**src/rtl/core/mbar_pkg.sv**
```systemverilog
// Shared constants and types for the moisture burst average reporter.
package mbar_pkg;

    localparam int SAMPLES_PER_BURST = 10;

    localparam int SAMPLE_W    = 10;
    localparam int SUM_W       = 14;
    localparam int BURST_CNT_W = 4;
    localparam int PCT_W       = 7;
    localparam int QUIET_W     = 8;
    localparam int CFG_IDX_W   = 2;
    localparam int CFG_DATA_W  = 10;

    localparam int DIV_NUM_W = 17;
    localparam int DIV_DEN_W = 10;
    localparam int DIV_CNT_W = 5;

    localparam logic [SAMPLE_W-1:0] WET_LEVEL_RST        = 10'd41;
    localparam logic [SAMPLE_W-1:0] DRY_LEVEL_RST        = 10'd1016;
    localparam logic [QUIET_W-1:0]  MAX_QUIET_BURSTS_RST = 8'd10;

    localparam logic [PCT_W-1:0]   PCT_FULL  = 7'd100;
    localparam logic [PCT_W-1:0]   PCT_EMPTY = 7'd0;
    localparam logic [QUIET_W-1:0] QUIET_SAT = 8'd255;

    localparam logic [CFG_IDX_W-1:0] CFG_WET_LEVEL        = 2'd0;
    localparam logic [CFG_IDX_W-1:0] CFG_DRY_LEVEL        = 2'd1;
    localparam logic [CFG_IDX_W-1:0] CFG_MAX_QUIET_BURSTS = 2'd2;

    localparam logic CAUSE_CHANGED = 1'b0;
    localparam logic CAUSE_QUIET   = 1'b1;

    typedef enum logic [3:0] {
        ST_IDLE = 4'b0001,
        ST_AVG  = 4'b0010,
        ST_PCT  = 4'b0100,
        ST_FIN  = 4'b1000
    } t_state;

endpackage

```
**src/rtl/core/mbar_div.sv**
```systemverilog
// Bit-serial restoring divider, one quotient bit per cycle.
module mbar_div (
    input  logic                            i_clk,
    input  logic                            i_rst_n,
    input  logic                            i_start,
    input  logic [mbar_pkg::DIV_NUM_W-1:0]  i_num,
    input  logic [mbar_pkg::DIV_DEN_W-1:0]  i_den,
    output logic                            o_done,
    output logic [mbar_pkg::DIV_NUM_W-1:0]  o_quot
);
    import mbar_pkg::*;

    logic                  r_busy;
    logic                  r_done;
    logic [DIV_CNT_W-1:0]  r_cnt;
    logic [DIV_NUM_W-1:0]  r_shift;
    logic [DIV_DEN_W-1:0]  r_rem;
    logic [DIV_DEN_W-1:0]  r_den;

    logic [DIV_DEN_W:0]    rem_sh;
    logic [DIV_DEN_W+1:0]  trial;
    logic                  q_bit;

    assign rem_sh = {r_rem, r_shift[DIV_NUM_W-1]};
    assign trial  = {1'b0, rem_sh} - {2'b00, r_den};
    assign q_bit  = ~trial[DIV_DEN_W+1];

    always_ff @(posedge i_clk) begin
        if (!i_rst_n) begin
            r_busy <= 1'b0;
            r_done <= 1'b0;
            r_cnt  <= '0;
        end else begin
            r_done <= 1'b0;
            if (i_start) begin
                r_busy <= 1'b1;
                r_cnt  <= '0;
            end else if (r_busy) begin
                r_cnt <= r_cnt + 1'b1;
                if (r_cnt == DIV_CNT_W'(DIV_NUM_W - 1)) begin
                    r_busy <= 1'b0;
                    r_done <= 1'b1;
                end
            end
        end
    end

    always_ff @(posedge i_clk) begin
        if (i_start) begin
            r_shift <= i_num;
            r_den   <= i_den;
            r_rem   <= '0;
        end else if (r_busy) begin
            r_shift <= {r_shift[DIV_NUM_W-2:0], q_bit};
            r_rem   <= q_bit ? trial[DIV_DEN_W-1:0] : rem_sh[DIV_DEN_W-1:0];
        end
    end

    assign o_done = r_done;
    assign o_quot = r_shift;

endmodule

```
**src/rtl/core/moisture_burst_average_reporter_core.sv**
```systemverilog
// Top level: burst accumulation, average and percentage mapping, report filter.
//
//  channel  | handshake                          | payload
//  ---------+------------------------------------+------------------------------------------
//  sample   | i_sample_valid / o_sample_ready    | i_sample
//  report   | o_report_valid / i_report_ready    | o_moisture_percent, o_average_raw,
//           |                                    | o_report_cause
//  config   | i_cfg_we (no wait)                 | i_cfg_index, i_cfg_data
//
// A sample that does not close a burst is only accumulated. A closing sample
// starts the division for the average and, when the average lies between
// the levels, a second one for the percentage: both divisions share one
// bit-serial divider, one quotient bit per cycle.
// Reset is synchronous and restores the register defaults.
// A pending report waits in the output register; the next burst end stalls
// only if that register is still full when it needs it.
module moisture_burst_average_reporter_core (
    input  logic                             i_clk,
    input  logic                             i_rst_n,
    input  logic                             i_sample_valid,
    output logic                             o_sample_ready,
    input  logic [mbar_pkg::SAMPLE_W-1:0]    i_sample,
    output logic                             o_report_valid,
    input  logic                             i_report_ready,
    output logic [mbar_pkg::PCT_W-1:0]       o_moisture_percent,
    output logic [mbar_pkg::SAMPLE_W-1:0]    o_average_raw,
    output logic                             o_report_cause,
    input  logic                             i_cfg_we,
    input  logic [mbar_pkg::CFG_IDX_W-1:0]   i_cfg_index,
    input  logic [mbar_pkg::CFG_DATA_W-1:0]  i_cfg_data
);
    import mbar_pkg::*;

    t_state                 r_state, n_state;
    logic [SAMPLE_W-1:0]    r_wet, r_dry;
    logic [QUIET_W-1:0]     r_max_quiet;
    logic [SUM_W-1:0]       r_sum;
    logic [BURST_CNT_W-1:0] r_count;
    logic [PCT_W-1:0]       r_last;
    logic [QUIET_W-1:0]     r_quiet;
    logic [SAMPLE_W-1:0]    r_avg;
    logic [PCT_W-1:0]       r_pct;
    logic                   r_out_valid;
    logic [PCT_W-1:0]       r_out_pct;
    logic [SAMPLE_W-1:0]    r_out_avg;
    logic                   r_out_cause;

    logic                   in_xfer;
    logic                   burst_end;
    logic [SUM_W-1:0]       n_sum;
    logic                   div_start;
    logic [DIV_NUM_W-1:0]   div_num;
    logic [DIV_DEN_W-1:0]   div_den;
    logic                   div_done;
    logic [DIV_NUM_W-1:0]   div_quot;

    logic [SAMPLE_W-1:0]    avg_q;
    logic [SAMPLE_W-1:0]    delta;
    logic [DIV_NUM_W-1:0]   delta_x100;
    logic [SAMPLE_W-1:0]    span;
    logic [PCT_W-1:0]       drop;

    logic [QUIET_W-1:0]     quiet_inc;
    logic                   changed;
    logic                   quiet_hit;
    logic                   out_free;
    logic                   load_out;

    assign o_sample_ready = (r_state == ST_IDLE);
    assign in_xfer        = i_sample_valid && o_sample_ready;
    assign n_sum          = r_sum + SUM_W'(i_sample);
    assign burst_end      = (r_count == BURST_CNT_W'(SAMPLES_PER_BURST - 1));

    assign avg_q      = div_quot[SAMPLE_W-1:0];
    assign delta      = avg_q - r_wet;
    assign delta_x100 = (DIV_NUM_W'(delta) << 6) + (DIV_NUM_W'(delta) << 5)
                      + (DIV_NUM_W'(delta) << 2);
    assign span       = r_dry - r_wet;
    assign drop       = (div_quot >= DIV_NUM_W'(PCT_FULL)) ? PCT_FULL
                                                           : div_quot[PCT_W-1:0];

    assign quiet_inc = (r_quiet == QUIET_SAT) ? r_quiet : r_quiet + 1'b1;
    assign changed   = (r_pct != r_last);
    assign quiet_hit = (quiet_inc > r_max_quiet);
    assign out_free  = !r_out_valid || i_report_ready;
    assign load_out  = (r_state == ST_FIN) && (changed || quiet_hit) && out_free;

    always_comb begin
        n_state   = r_state;
        div_start = 1'b0;
        div_num   = DIV_NUM_W'(n_sum);
        div_den   = DIV_DEN_W'(SAMPLES_PER_BURST);
        case (r_state)
            ST_IDLE: begin
                if (in_xfer && burst_end) begin
                    div_start = 1'b1;
                    n_state   = ST_AVG;
                end
            end
            ST_AVG: begin
                if (div_done) begin
                    if (r_dry > r_wet && avg_q > r_wet && avg_q < r_dry) begin
                        div_start = 1'b1;
                        div_num   = delta_x100;
                        div_den   = span;
                        n_state   = ST_PCT;
                    end else begin
                        n_state = ST_FIN;
                    end
                end
            end
            ST_PCT: begin
                if (div_done) begin
                    n_state = ST_FIN;
                end
            end
            ST_FIN: begin
                if (!(changed || quiet_hit) || out_free) begin
                    n_state = ST_IDLE;
                end
            end
            default: begin
                n_state = ST_IDLE;
            end
        endcase
    end

    mbar_div u_div (
        .i_clk   (i_clk),
        .i_rst_n (i_rst_n),
        .i_start (div_start),
        .i_num   (div_num),
        .i_den   (div_den),
        .o_done  (div_done),
        .o_quot  (div_quot)
    );

    always_ff @(posedge i_clk) begin
        if (!i_rst_n) begin
            r_state     <= ST_IDLE;
            r_wet       <= WET_LEVEL_RST;
            r_dry       <= DRY_LEVEL_RST;
            r_max_quiet <= MAX_QUIET_BURSTS_RST;
            r_sum       <= '0;
            r_count     <= '0;
            r_last      <= '0;
            r_quiet     <= '0;
            r_out_valid <= 1'b0;
        end else begin
            r_state <= n_state;

            if (i_cfg_we) begin
                case (i_cfg_index)
                    CFG_WET_LEVEL:        r_wet       <= i_cfg_data[SAMPLE_W-1:0];
                    CFG_DRY_LEVEL:        r_dry       <= i_cfg_data[SAMPLE_W-1:0];
                    CFG_MAX_QUIET_BURSTS: r_max_quiet <= i_cfg_data[QUIET_W-1:0];
                    default: ;
                endcase
            end

            if (in_xfer) begin
                if (burst_end) begin
                    r_sum   <= '0;
                    r_count <= '0;
                end else begin
                    r_sum   <= n_sum;
                    r_count <= r_count + 1'b1;
                end
            end

            if (r_state == ST_FIN) begin
                if (!(changed || quiet_hit)) begin
                    r_quiet <= quiet_inc;
                end else if (out_free) begin
                    r_quiet <= '0;
                    r_last  <= r_pct;
                end
            end

            if (load_out) begin
                r_out_valid <= 1'b1;
            end else if (i_report_ready) begin
                r_out_valid <= 1'b0;
            end
        end
    end

    always_ff @(posedge i_clk) begin
        if (r_state == ST_AVG && div_done) begin
            r_avg <= avg_q;
            if (r_dry <= r_wet) begin
                r_pct <= (avg_q <= r_wet) ? PCT_FULL : PCT_EMPTY;
            end else if (avg_q <= r_wet) begin
                r_pct <= PCT_FULL;
            end else if (avg_q >= r_dry) begin
                r_pct <= PCT_EMPTY;
            end
        end
        if (r_state == ST_PCT && div_done) begin
            r_pct <= PCT_FULL - drop;
        end
        if (load_out) begin
            r_out_pct   <= r_pct;
            r_out_avg   <= r_avg;
            r_out_cause <= changed ? CAUSE_CHANGED : CAUSE_QUIET;
        end
    end

    assign o_report_valid     = r_out_valid;
    assign o_moisture_percent = r_out_pct;
    assign o_average_raw      = r_out_avg;
    assign o_report_cause     = r_out_cause;

endmodule

```
**config.mk**
```make
export PLATFORM = sky130hd
export DESIGN_NAME = moisture_burst_average_reporter_core
export DESIGN_NICKNAME = d
export VERILOG_FILES = /design/src/rtl/core/mbar_pkg.sv /design/src/rtl/core/mbar_div.sv /design/src/rtl/core/moisture_burst_average_reporter_core.sv
export SDC_FILE = /design/constraint.sdc
export NUM_CORES = 1
export LEC_CHECK = 0
export BUFFER_PORTS_ARGS = -buffer_cell sky130_fd_sc_hd__clkbuf_2
export CAP_MARGIN = 30
export CORE_AREA = 2 2 119 121
export DETAILED_ROUTE_END_ITERATION = 6
export DIE_AREA = 0 0 121 123
export PLACE_DENSITY = 0.85
export SKIP_CTS_REPAIR_TIMING = 1
export SLEW_MARGIN = 20
export SYNTH_ARGS = -nofsm -noshare
export SYNTH_HDL_FRONTEND = slang
export SYNTH_SLANG_ARGS = --single-unit
```
**constraint.sdc**
```tcl
create_clock -name i_clk -period 10.9 [get_ports i_clk]
set_input_delay 1.09 -clock i_clk [delete_from_list [all_inputs] [get_ports i_clk]]
set_output_delay 1.09 -clock i_clk [all_outputs]
set_load 0.005 [all_outputs]
```
==> flow_summary.ini, run 1 <==
[power_and_ir_drop]
p_leak_nw = 4.08
vdd_drop_max_uv = 91.5
power_density_nw_per_um2 = 148

[setup_path]
cp_max_fo = 7
critPathKind = register to register
worstPathArrival_ns = 4.76
crit_path_end_kind = register
critPathLaunchType = register
worst_ep_required_time_ns = 11.06
r2r_slack_ns = 6.30

[placement]
gp_congestion = 0.993
dpl.hpwl_um = 14500
dp_slack_ns = 6.30
numPortBuffers = 46

[synthesis]
synth_cells = 955
synth_top_cell_by_area = edfxtp_1
synth.area.top_cells = edfxtp_1 21%, dfxtp_1 19%, ha_1 11%
synth_area_sq_um = 8900
synth.distinct_cells = 72
ys.flop_type = dfxtp_1
synth_edf_count = 62
synth_seq_area_share_pct = 39.6
ys_ff_latch = 145
synth_area_per_cell_sq_um = 9.32
syn_nets = 1069
yosys_warnings = 0
yosysTopAreaCellShare_pct = 20.9
async_flop_share_pct = 0

[clock_network]
cts_tree = done
clock-sinks = 145
cts_inserted_buffers = 17
clockBufferDepth = 2
clk_latency_ns = 0.42
cts_max_level = 4
clk_pin_slew_ns = 0.06
cts-root-buf = clkbuf_16

[detailed_routing]
drtIter0Drc = 548
drt-wirelength-per-cell_um = 16.7
finalWirelength_um = 19800
first_pass_iters = 6
ant_nets = 0
vias = 7065
viasPerCell = 5.95
drc = 0

[global_routing]
grt_pass1_wl_um = 32100
gr-total-overflow = 0
grtUsageTotal_pct = 27.6
grt_pass1_vias = 6595
antenna_found_initial = 0
grt_max_degree = 68

[run]
drv_cap = 0

[floorplanning]
design.core.area_sq_um = 13600
row_count = 43
die_h_um = 123
num_io_pins = 47
dieArea_sq_um = 14900
die_width_um = 121
initial_core_util_pct = 65.4

[sta]
maxSlewHeadroom_pct = 39.9
drv_slew = 0
final.min_clock_period_ns = 4.60
post-route-period-util_pct = 42.2
fin_setup_tns_ns = 0
rsz0062_at_grt = no
setup_viol_count_final = 0
finalHoldViolations = 0
worstMarginPinSlew_ns = 0.900
skew_ns = 0.0115
fmax_ghz = 0.218
fin_ws_ns = 6.30

[final_layout]
fillers = 965
area_growth_pct = 10.8
antenna_cells = 0
multi_input_area_sq_um = 4960
drive_above_1_share_pct = 9.92
fin_nets = 1109
regArea_sq_um = 3520

[run_status]
outcome = completed

[hold_path]
hold_path.class = register to register
[where the power goes]
group / switching (mW) / internal [mW] / total [mW]
combinational: 0.155 / 0.120 / 0.275
sequential: 0.0142 / 0.580 / 0.594
clock: 0.228 / 0.362 / 0.590
total: 0.398 / 1.06 / 1.46
[logic make-up after synthesis]
group / count (synthesis) / synth area share, %
muxes: 30 / 3.40
xor gates and xnor gates: 59 / 5.81
DFF: 145 / 39.6
buffers and inverters: 106 / 4.74
adders and majority gates: 87 / 13.0
and+or+nand+nor: 310 / 17.4
AOI/OAI and AO/OA: 218 / 16.0
[Yosys cell counts, types with 22 or more instances]
library cell	n
nand2_1	87
dfxtp_1	83
ha_1	78
inv_1	77
nor2_1	63
edfxtp_1	62
a21oi_1	57
o21ai_0	44
xnor2_1	39
nand3_1	37
nor2b_1	31
mux2i_1	28
clkbuf_1	22
[final cells by class]
cell class              instances  area share [%]
repair buffers                 50            2.61
clock inverters                 9           0.901
clock buffers                  23            5.28
flip-flops and latches        145            35.7
well taps                     180            2.28
multi-input cells             704            50.3
inverters                      77            2.93
[sequential cells by signal, indices dropped and copies added (netlist names)]
register and flops:
o_moisture_percent 7, u_div.r_rem 10, r_wet 10, u_div.r_busy 1, r_count 4, o_report_valid 1
r_state 4, u_div.o_quot 17, r_last 7, o_average_raw 10, r_max_quiet 8, r_dry 10
u_div.r_cnt 5, o_report_cause 1, r_quiet 8, r_sum 14, r_pct 7, u_div.r_den 10
r_avg 10, u_div.o_done 1
[worst max-delay path, stage by stage (launching register included)]
cell and delay (ns):
edfxtp_1 0.50, ha_1 0.34, nor2b_1 0.13, o21ai_0 0.10, a21boi_0 0.25, o21ai_0 0.15
nor2b_1 0.17, xnor2_1 0.49, fa_1 0.55, ha_1 0.31, a21o_1 0.19, a211oi_1 0.33
o21ai_0 0.19, a31o_2 0.26, a21oi_1 0.16, xor2_1 0.15, o21ai_0 0.08
[placed cells by master, fill, tap and decap left out, types with 7 or more instances in the layout]
cell       netlist  final
inv_1           77     77
a31oi_1          9      9
clkbuf_2         1     46
nor2b_1         31     31
a211oi_1         9      9
fa_1             9      9
nand4_1         15     15
edfxtp_1        62     62
a21oi_1         57     57
o211ai_1        16     16
ha_1            78     78
clkbuf_16        0     19
mux2i_1         28     28
dfxtp_1         83     83
and3_1           9      9
and2_1          11     11
a21boi_0        19     19
a21o_1          12     12
xor2_1          20     20
nand2b_1         8      8
nor2_1          63     63
nand3_1         37     37
o21a_1           7      7
xnor2_1         39     39
nand2_1         87     87
nor3_1          20     20
o21ai_0         44     44
[path summary, 6_finish.rpt]
check / startpoint / end / cells after the start
max reg2reg: u_div.o_quot[1] / u_div.o_quot[15] / 16
min reg2reg: r_avg[7] / o_average_raw[7] / 0
min: r_avg[7] / o_average_raw[7] / 0
max: u_div.o_quot[1] / u_div.o_quot[15] / 16
[per-stage QoR]
stage	utilization [%]	power, mW	hold WS (ns)	instances	instance area (sq um)
after floorplan	-	0.818	0.400	955	8900
after global placement	67.9	0.870	0.405	1155	9250
after detailed placement	67.9	0.876	0.405	1155	9250
after CTS	72.4	1.46	0.416	1187	9860
after global routing	72.4	1.52	0.436	1188	9860
final	72.4	1.46	0.415	1188	9860
[per-layer routing]
layer  GRT usage (%)  vias to the layer above  wire length (um)
met5               0                        -                 0
met3            4.66                       40               857
li1                -                     3490                 -
met1            35.1                     3336              8650
met2            46.8                      199              9740
met4            11.6                        0               548
Note: power is estimated with default switching activity, not from simulation.
==> inputs of run 2 (changes only) <==
CORE_AREA = 2 2 123 125   (was 2 2 119 121)
DIE_AREA = 0 0 125 127   (was 0 0 121 123)
PLACE_DENSITY = 0.8   (was 0.85)
clock period = 4.7 ns   (was 10.9 ns; I/O delays follow)
==> run 2 against run 1 <==
Effect of this change:
- non-clock buffer count up 6
- sequential share of layout area down 0.13 points
- fmax up 4.7%
- clock power up 130%
- clock skew down 0.00053 ns
- core utilization down 3.8 points
- global-route usage down 2.3 points
- first-iteration DRC count down 7.5%
- final area up 0.37%
- flip-flop and latch count unchanged
- clock-buffer cell count down 4
==> flow_summary.ini, run 2 (synthesis results as in run 1) <==
[clock_network]
cts_max_level = 4
clk_latency_ns = 0.44
cts_inserted_buffers = 17
clock-sinks = 145
cts_tree = done
cts-root-buf = clkbuf_16
clockBufferDepth = 2
clk_pin_slew_ns = 0.06

[placement]
dpl.hpwl_um = 14300
numPortBuffers = 46
gp_congestion = 0.943

[sta]
fin_setup_tns_ns = 0
drv_slew = 0
post-route-period-util_pct = 93.4
skew_ns = 0.0109
rsz0062_at_grt = no
setup_viol_count_final = 0
hold_ws_ns = 0.290
final.min_clock_period_ns = 4.39
worstMarginPinSlew_ns = 0.955
finalHoldViolations = 0
fmax_ghz = 0.228
maxSlewHeadroom_pct = 36.2

[final_layout]
antenna_cells = 0
final_common_cell = nand2_1
fillers = 1125
fin_nets = 1115
area_growth_pct = 11.2
largest_register_ff_count = 17
drive_above_1_share_pct = 10.7
layout_common_cells = 87 x nand2_1, 83 x dfxtp_1, 78 x ha_1

[global_routing]
gr-total-overflow = 0
grt_pass1_wl_um = 32200
antenna_found_initial = 0
grt_pass1_vias = 6784
grt_max_degree = 56
grtUsageTotal_pct = 25.3

[setup_path]
critPathKind = register to register
crit_path_end_kind = register
worstPathArrival_ns = 4.56
worst_ep_required_time_ns = 4.87
cp_max_fo = 5
cpPeakStageDelay_ns = 0.48
cp_top_family = adder cells
critPathLaunchType = register
cp_common_cell = a21o_1
worst-path-buf-inv = 2
cp_cell_sequence = inv_1, ha_1, inv_1, fa_1, a21o_1, a21oi_1, xnor2_1, fa_1, ha_1, fa_1, a21o_1, a21oi_1, o211ai_1, a21o_1, a21o_1, a21oi_1, o21ai_0
cp_slowest_cell = fa_1

[detailed_routing]
finalWirelength_um = 19600
drtIter0Drc = 507
drt-wirelength-per-cell_um = 16.4
vias = 7061
ant_nets = 0
drc = 0
first_pass_iters = 4
viasPerCell = 5.89

[power_and_ir_drop]
power_density_nw_per_um2 = 339
p_comb_share_pct = 19.1
p_int_mw = 2.42
seqPwrFrac_pct = 41.0
switchingPower_mw = 0.941
swShare_pct = 28.0
p_leak_nw = 4.10
p_clk_share_pct = 39.9
vdd_drop_max_uv = 257

[run_status]
outcome = completed

[hold_path]
hold_path.class = primary input to register

[floorplanning]
initial_core_util_pct = 61.7
num_io_pins = 47
row_count = 44
die_h_um = 127
die_width_um = 125
design.core.area_sq_um = 14400
dieArea_sq_um = 15900

[run]
drv_cap = 0
-- run 2: cell count changes in the layout (fill, tap and decap cells not counted), sizes merged --
cell	before	now
bufinv	1	2
clkbuf	69	65
clkinv	2	5
buf	4	10
clkinvlp	1	2
inv	82	81
-- run 2: worst reg2reg max path: stages, from the launching register on --
cell and delay [ns]:
edfxtp_1 0.44, inv_1 0.16, ha_1 0.18, inv_1 0.05
fa_1 0.39, a21o_1 0.19, a21oi_1 0.18, xnor2_1 0.23
fa_1 0.48, ha_1 0.24, fa_1 0.40, a21o_1 0.17
a21oi_1 0.21, o211ai_1 0.18, a21o_1 0.20, a21o_1 0.19
a21oi_1 0.15, o21ai_0 0.08
-- run 2: layer usage --
metal,track usage [%],routed length (um)
met3,6.11,1090
met4,10.1,541
met1,31.5,8600
met2,42.9,9370
met5,0,0
-- run 2: area by class of cell --
| cell class | instances | area [sq um] | share of cell area (%) |
|---|---|---|---|
| Timing Repair Buffer | 56 | 303 | 3.06 |
| Clock inverter | 13 | 133 | 1.34 |
| Inverter | 77 | 289 | 2.92 |
| Clock buffer | 19 | 443 | 4.48 |
| Multi-Input combinational cell | 704 | 4980 | 50.3 |
| Tap cell | 184 | 230 | 2.33 |
| Sequential cell | 145 | 3520 | 35.6 |
-- run 2: worst paths after layout --
kind / from / end / slack, ns / cells past startpoint
max: u_div.o_quot[0] / u_div.o_quot[16] / 0.31 / 17
min: i_cfg_data[8] / r_wet[8] / 0.29 / 3
max reg2reg: u_div.o_quot[0] / u_div.o_quot[16] / 0.31 / 17
min reg2reg: r_avg[3] / o_average_raw[3] / 0.42 / 0
-- run 2: power groups by stage --
stage	combinational [mW]	sequential, mW	clock [mW]
after floorplan	0.505	1.39	0
after global placement	0.618	1.40	0
after detailed placement	0.628	1.40	0
after CTS	0.634	1.38	1.35
after global routing	0.713	1.38	1.41
final	0.641	1.38	1.34
-- run 2: per-stage QoR --
step / cell area, sq um / power (mW) / std cells / worst slack [ns] / utilization (%)
detailed placement: 9300 / 2.03 / 1165 / 0.208 / 64.5
CTS: 9870 / 3.36 / 1197 / 0.181 / 68.4
global route: 9900 / 3.50 / 1198 / 0.00418 / 68.6
global placement: 9300 / 2.02 / 1165 / 0.311 / 64.5
floorplan: 8900 / 1.90 / 955 / 0.554 / -
finish: 9900 / 3.36 / 1198 / 0.309 / 68.6
==> inputs of run 3 (changes only) <==
CTS_CLUSTER_DIAMETER = 120   (was unset)
RECOVER_POWER = 25   (was unset)
==> run 3 against run 2 <==
Effect of this change:
- clock skew grew 0.0043 ns
- worst setup slack lost 0.016 ns
- die area is the same
- the flow now finishes with violations (max-capacitance violations, max-slew violations)
- largest power group unchanged
- worst hold slack gained 0.0069 ns
==> flow_summary.ini, run 3 (synthesis results as in run 1) <==
[sta]
maxSlewHeadroom_pct = -49.5
fin_setup_tns_ns = 0
rsz0062_at_grt = no
fmax_ghz = 0.227
worstMarginPinSlew_ns = 2.24
skew_ns = 0.0152
finalHoldViolations = 0
post-route-period-util_pct = 93.8
drv_slew = 56
final.min_clock_period_ns = 4.41
setup_viol_count_final = 0

[final_layout]
final_common_cell = nand2_1
drive_above_1_share_pct = 9.96
area_growth_pct = 10.9
largest_register_ff_count = 17
fin_nets = 1115
final_cells = 1198
layout_common_cells = 87 x nand2_1, 83 x dfxtp_1, 78 x ha_1
antenna_cells = 0

[global_routing]
grtUsageTotal_pct = 25.3
grt_pass1_vias = 6784
gr-total-overflow = 0
grt_pass1_wl_um = 32200
grt_max_degree = 56
antenna_found_initial = 0

[detailed_routing]
viasPerCell = 5.88
wl_met3_um = 1070
drt-wirelength-per-cell_um = 16.4
ant_nets = 0
drc = 0
met2_length_um = 9400
routed.top_layer = met4
wl_met1_um = 8640
finalWirelength_um = 19600
first_pass_iters = 7
vias = 7047
drtIter0Drc = 487

[setup_path]
reg2reg_from = u_div.o_quot[0]
worst_ep_required_time_ns = 4.87
crit_path_end_kind = register
critPathLaunchType = register
cp_max_fo = 5
worstPathArrival_ns = 4.57
r2r-end = u_div.o_quot[16]
r2r_slack_ns = 0.29
r2r_cells = 17
critPathKind = register to register

[floorplanning]
die_h_um = 127
die_width_um = 125
dieArea_sq_um = 15900
design.core.area_sq_um = 14400
row_count = 44
num_io_pins = 47
initial_core_util_pct = 61.7

[hold_path]
min-delay-start = i_cfg_data[8]
hold_path.class = primary input to register
holdPathEnd = r_wet[8]
hold_depth = 3

[clock_network]
clockBufferDepth = 2
clk_pin_slew_ns = 0.06
cts_inserted_buffers = 17
clk_latency_ns = 0.44
cts_tree = done
clock-sinks = 145
cts_max_level = 4
cts-root-buf = clkbuf_16

[power_and_ir_drop]
power_mw = 3.36
p_leak_nw = 4.07
power_density_nw_per_um2 = 340
vdd_drop_max_uv = 257

[placement]
gp_congestion = 0.943
dpl.hpwl_um = 14300
placed_cells = 1165
numPortBuffers = 46

[run_status]
outcome = finished, violations left
violations = max-capacitance violations, max-slew violations

[run]
drv_cap = 1
## run 3: per-layer routing
| metal | global-route usage [%] | up-vias |
|---|---|---|
| li1 | - | 3509 |
| met1 | 31.5 | 3295 |
| met2 | 42.9 | 202 |
| met3 | 6.11 | 41 |
| met4 | 10.1 | 0 |
| met5 | 0 | - |
## run 3: stage by stage
step / hold WS [ns] / worst slack (ns) / area, sq um / utilization [%]
global placement: 0.405 / 0.311 / 9300 / 64.5
CTS: 0.283 / 0.181 / 9870 / 68.4
detailed placement: 0.405 / 0.208 / 9300 / 64.5
floorplan: 0.400 / 0.554 / 8900 / -
finish: 0.297 / 0.293 / 9870 / 68.4
global route: 0.303 / 0.00418 / 9870 / 68.4
## run 3: worst max-delay path by stage
stage / start / to
2_1_floorplan: u_div.o_quot[1] / u_div.o_quot[16]
3_3_place_gp: r_wet[1] / u_div.o_quot[16]
3_5_place_dp: r_wet[1] / u_div.o_quot[16]
4_1_cts: r_wet[1] / u_div.o_quot[16]
5_1_grt: r_wet[1] / u_div.o_quot[16]
6_report: u_div.o_quot[0] / u_div.o_quot[16]
## run 3: worst max-delay path, stage by stage, from the launching register on
cell	delay, ns
edfxtp_1	0.44
inv_1	0.16
ha_1	0.19
inv_1	0.05
fa_1	0.39
a21o_1	0.19
a21oi_1	0.18
xnor2_1	0.23
fa_1	0.48
ha_1	0.24
fa_1	0.40
a21o_1	0.17
a21oi_1	0.21
o211ai_1	0.18
a21o_1	0.20
a21o_1	0.19
a21oi_1	0.16
o21ai_0	0.08
## run 3: power by group
group          switching (mW)  leakage [nW]  internal [mW]
Combinational           0.362          2.55          0.280
Clock                   0.548         0.282          0.794
Sequential             0.0317          1.24           1.34
Total                   0.942          4.07           2.42
## run 3: cell type report
type	count	area (sq um)
clock inverter	13	133
timing repair buffer	56	278
multi-input combinational	704	4980
clock buffer	19	443
fill	1131	4550
tap	184	230
sequential	145	3520
inverter	77	289
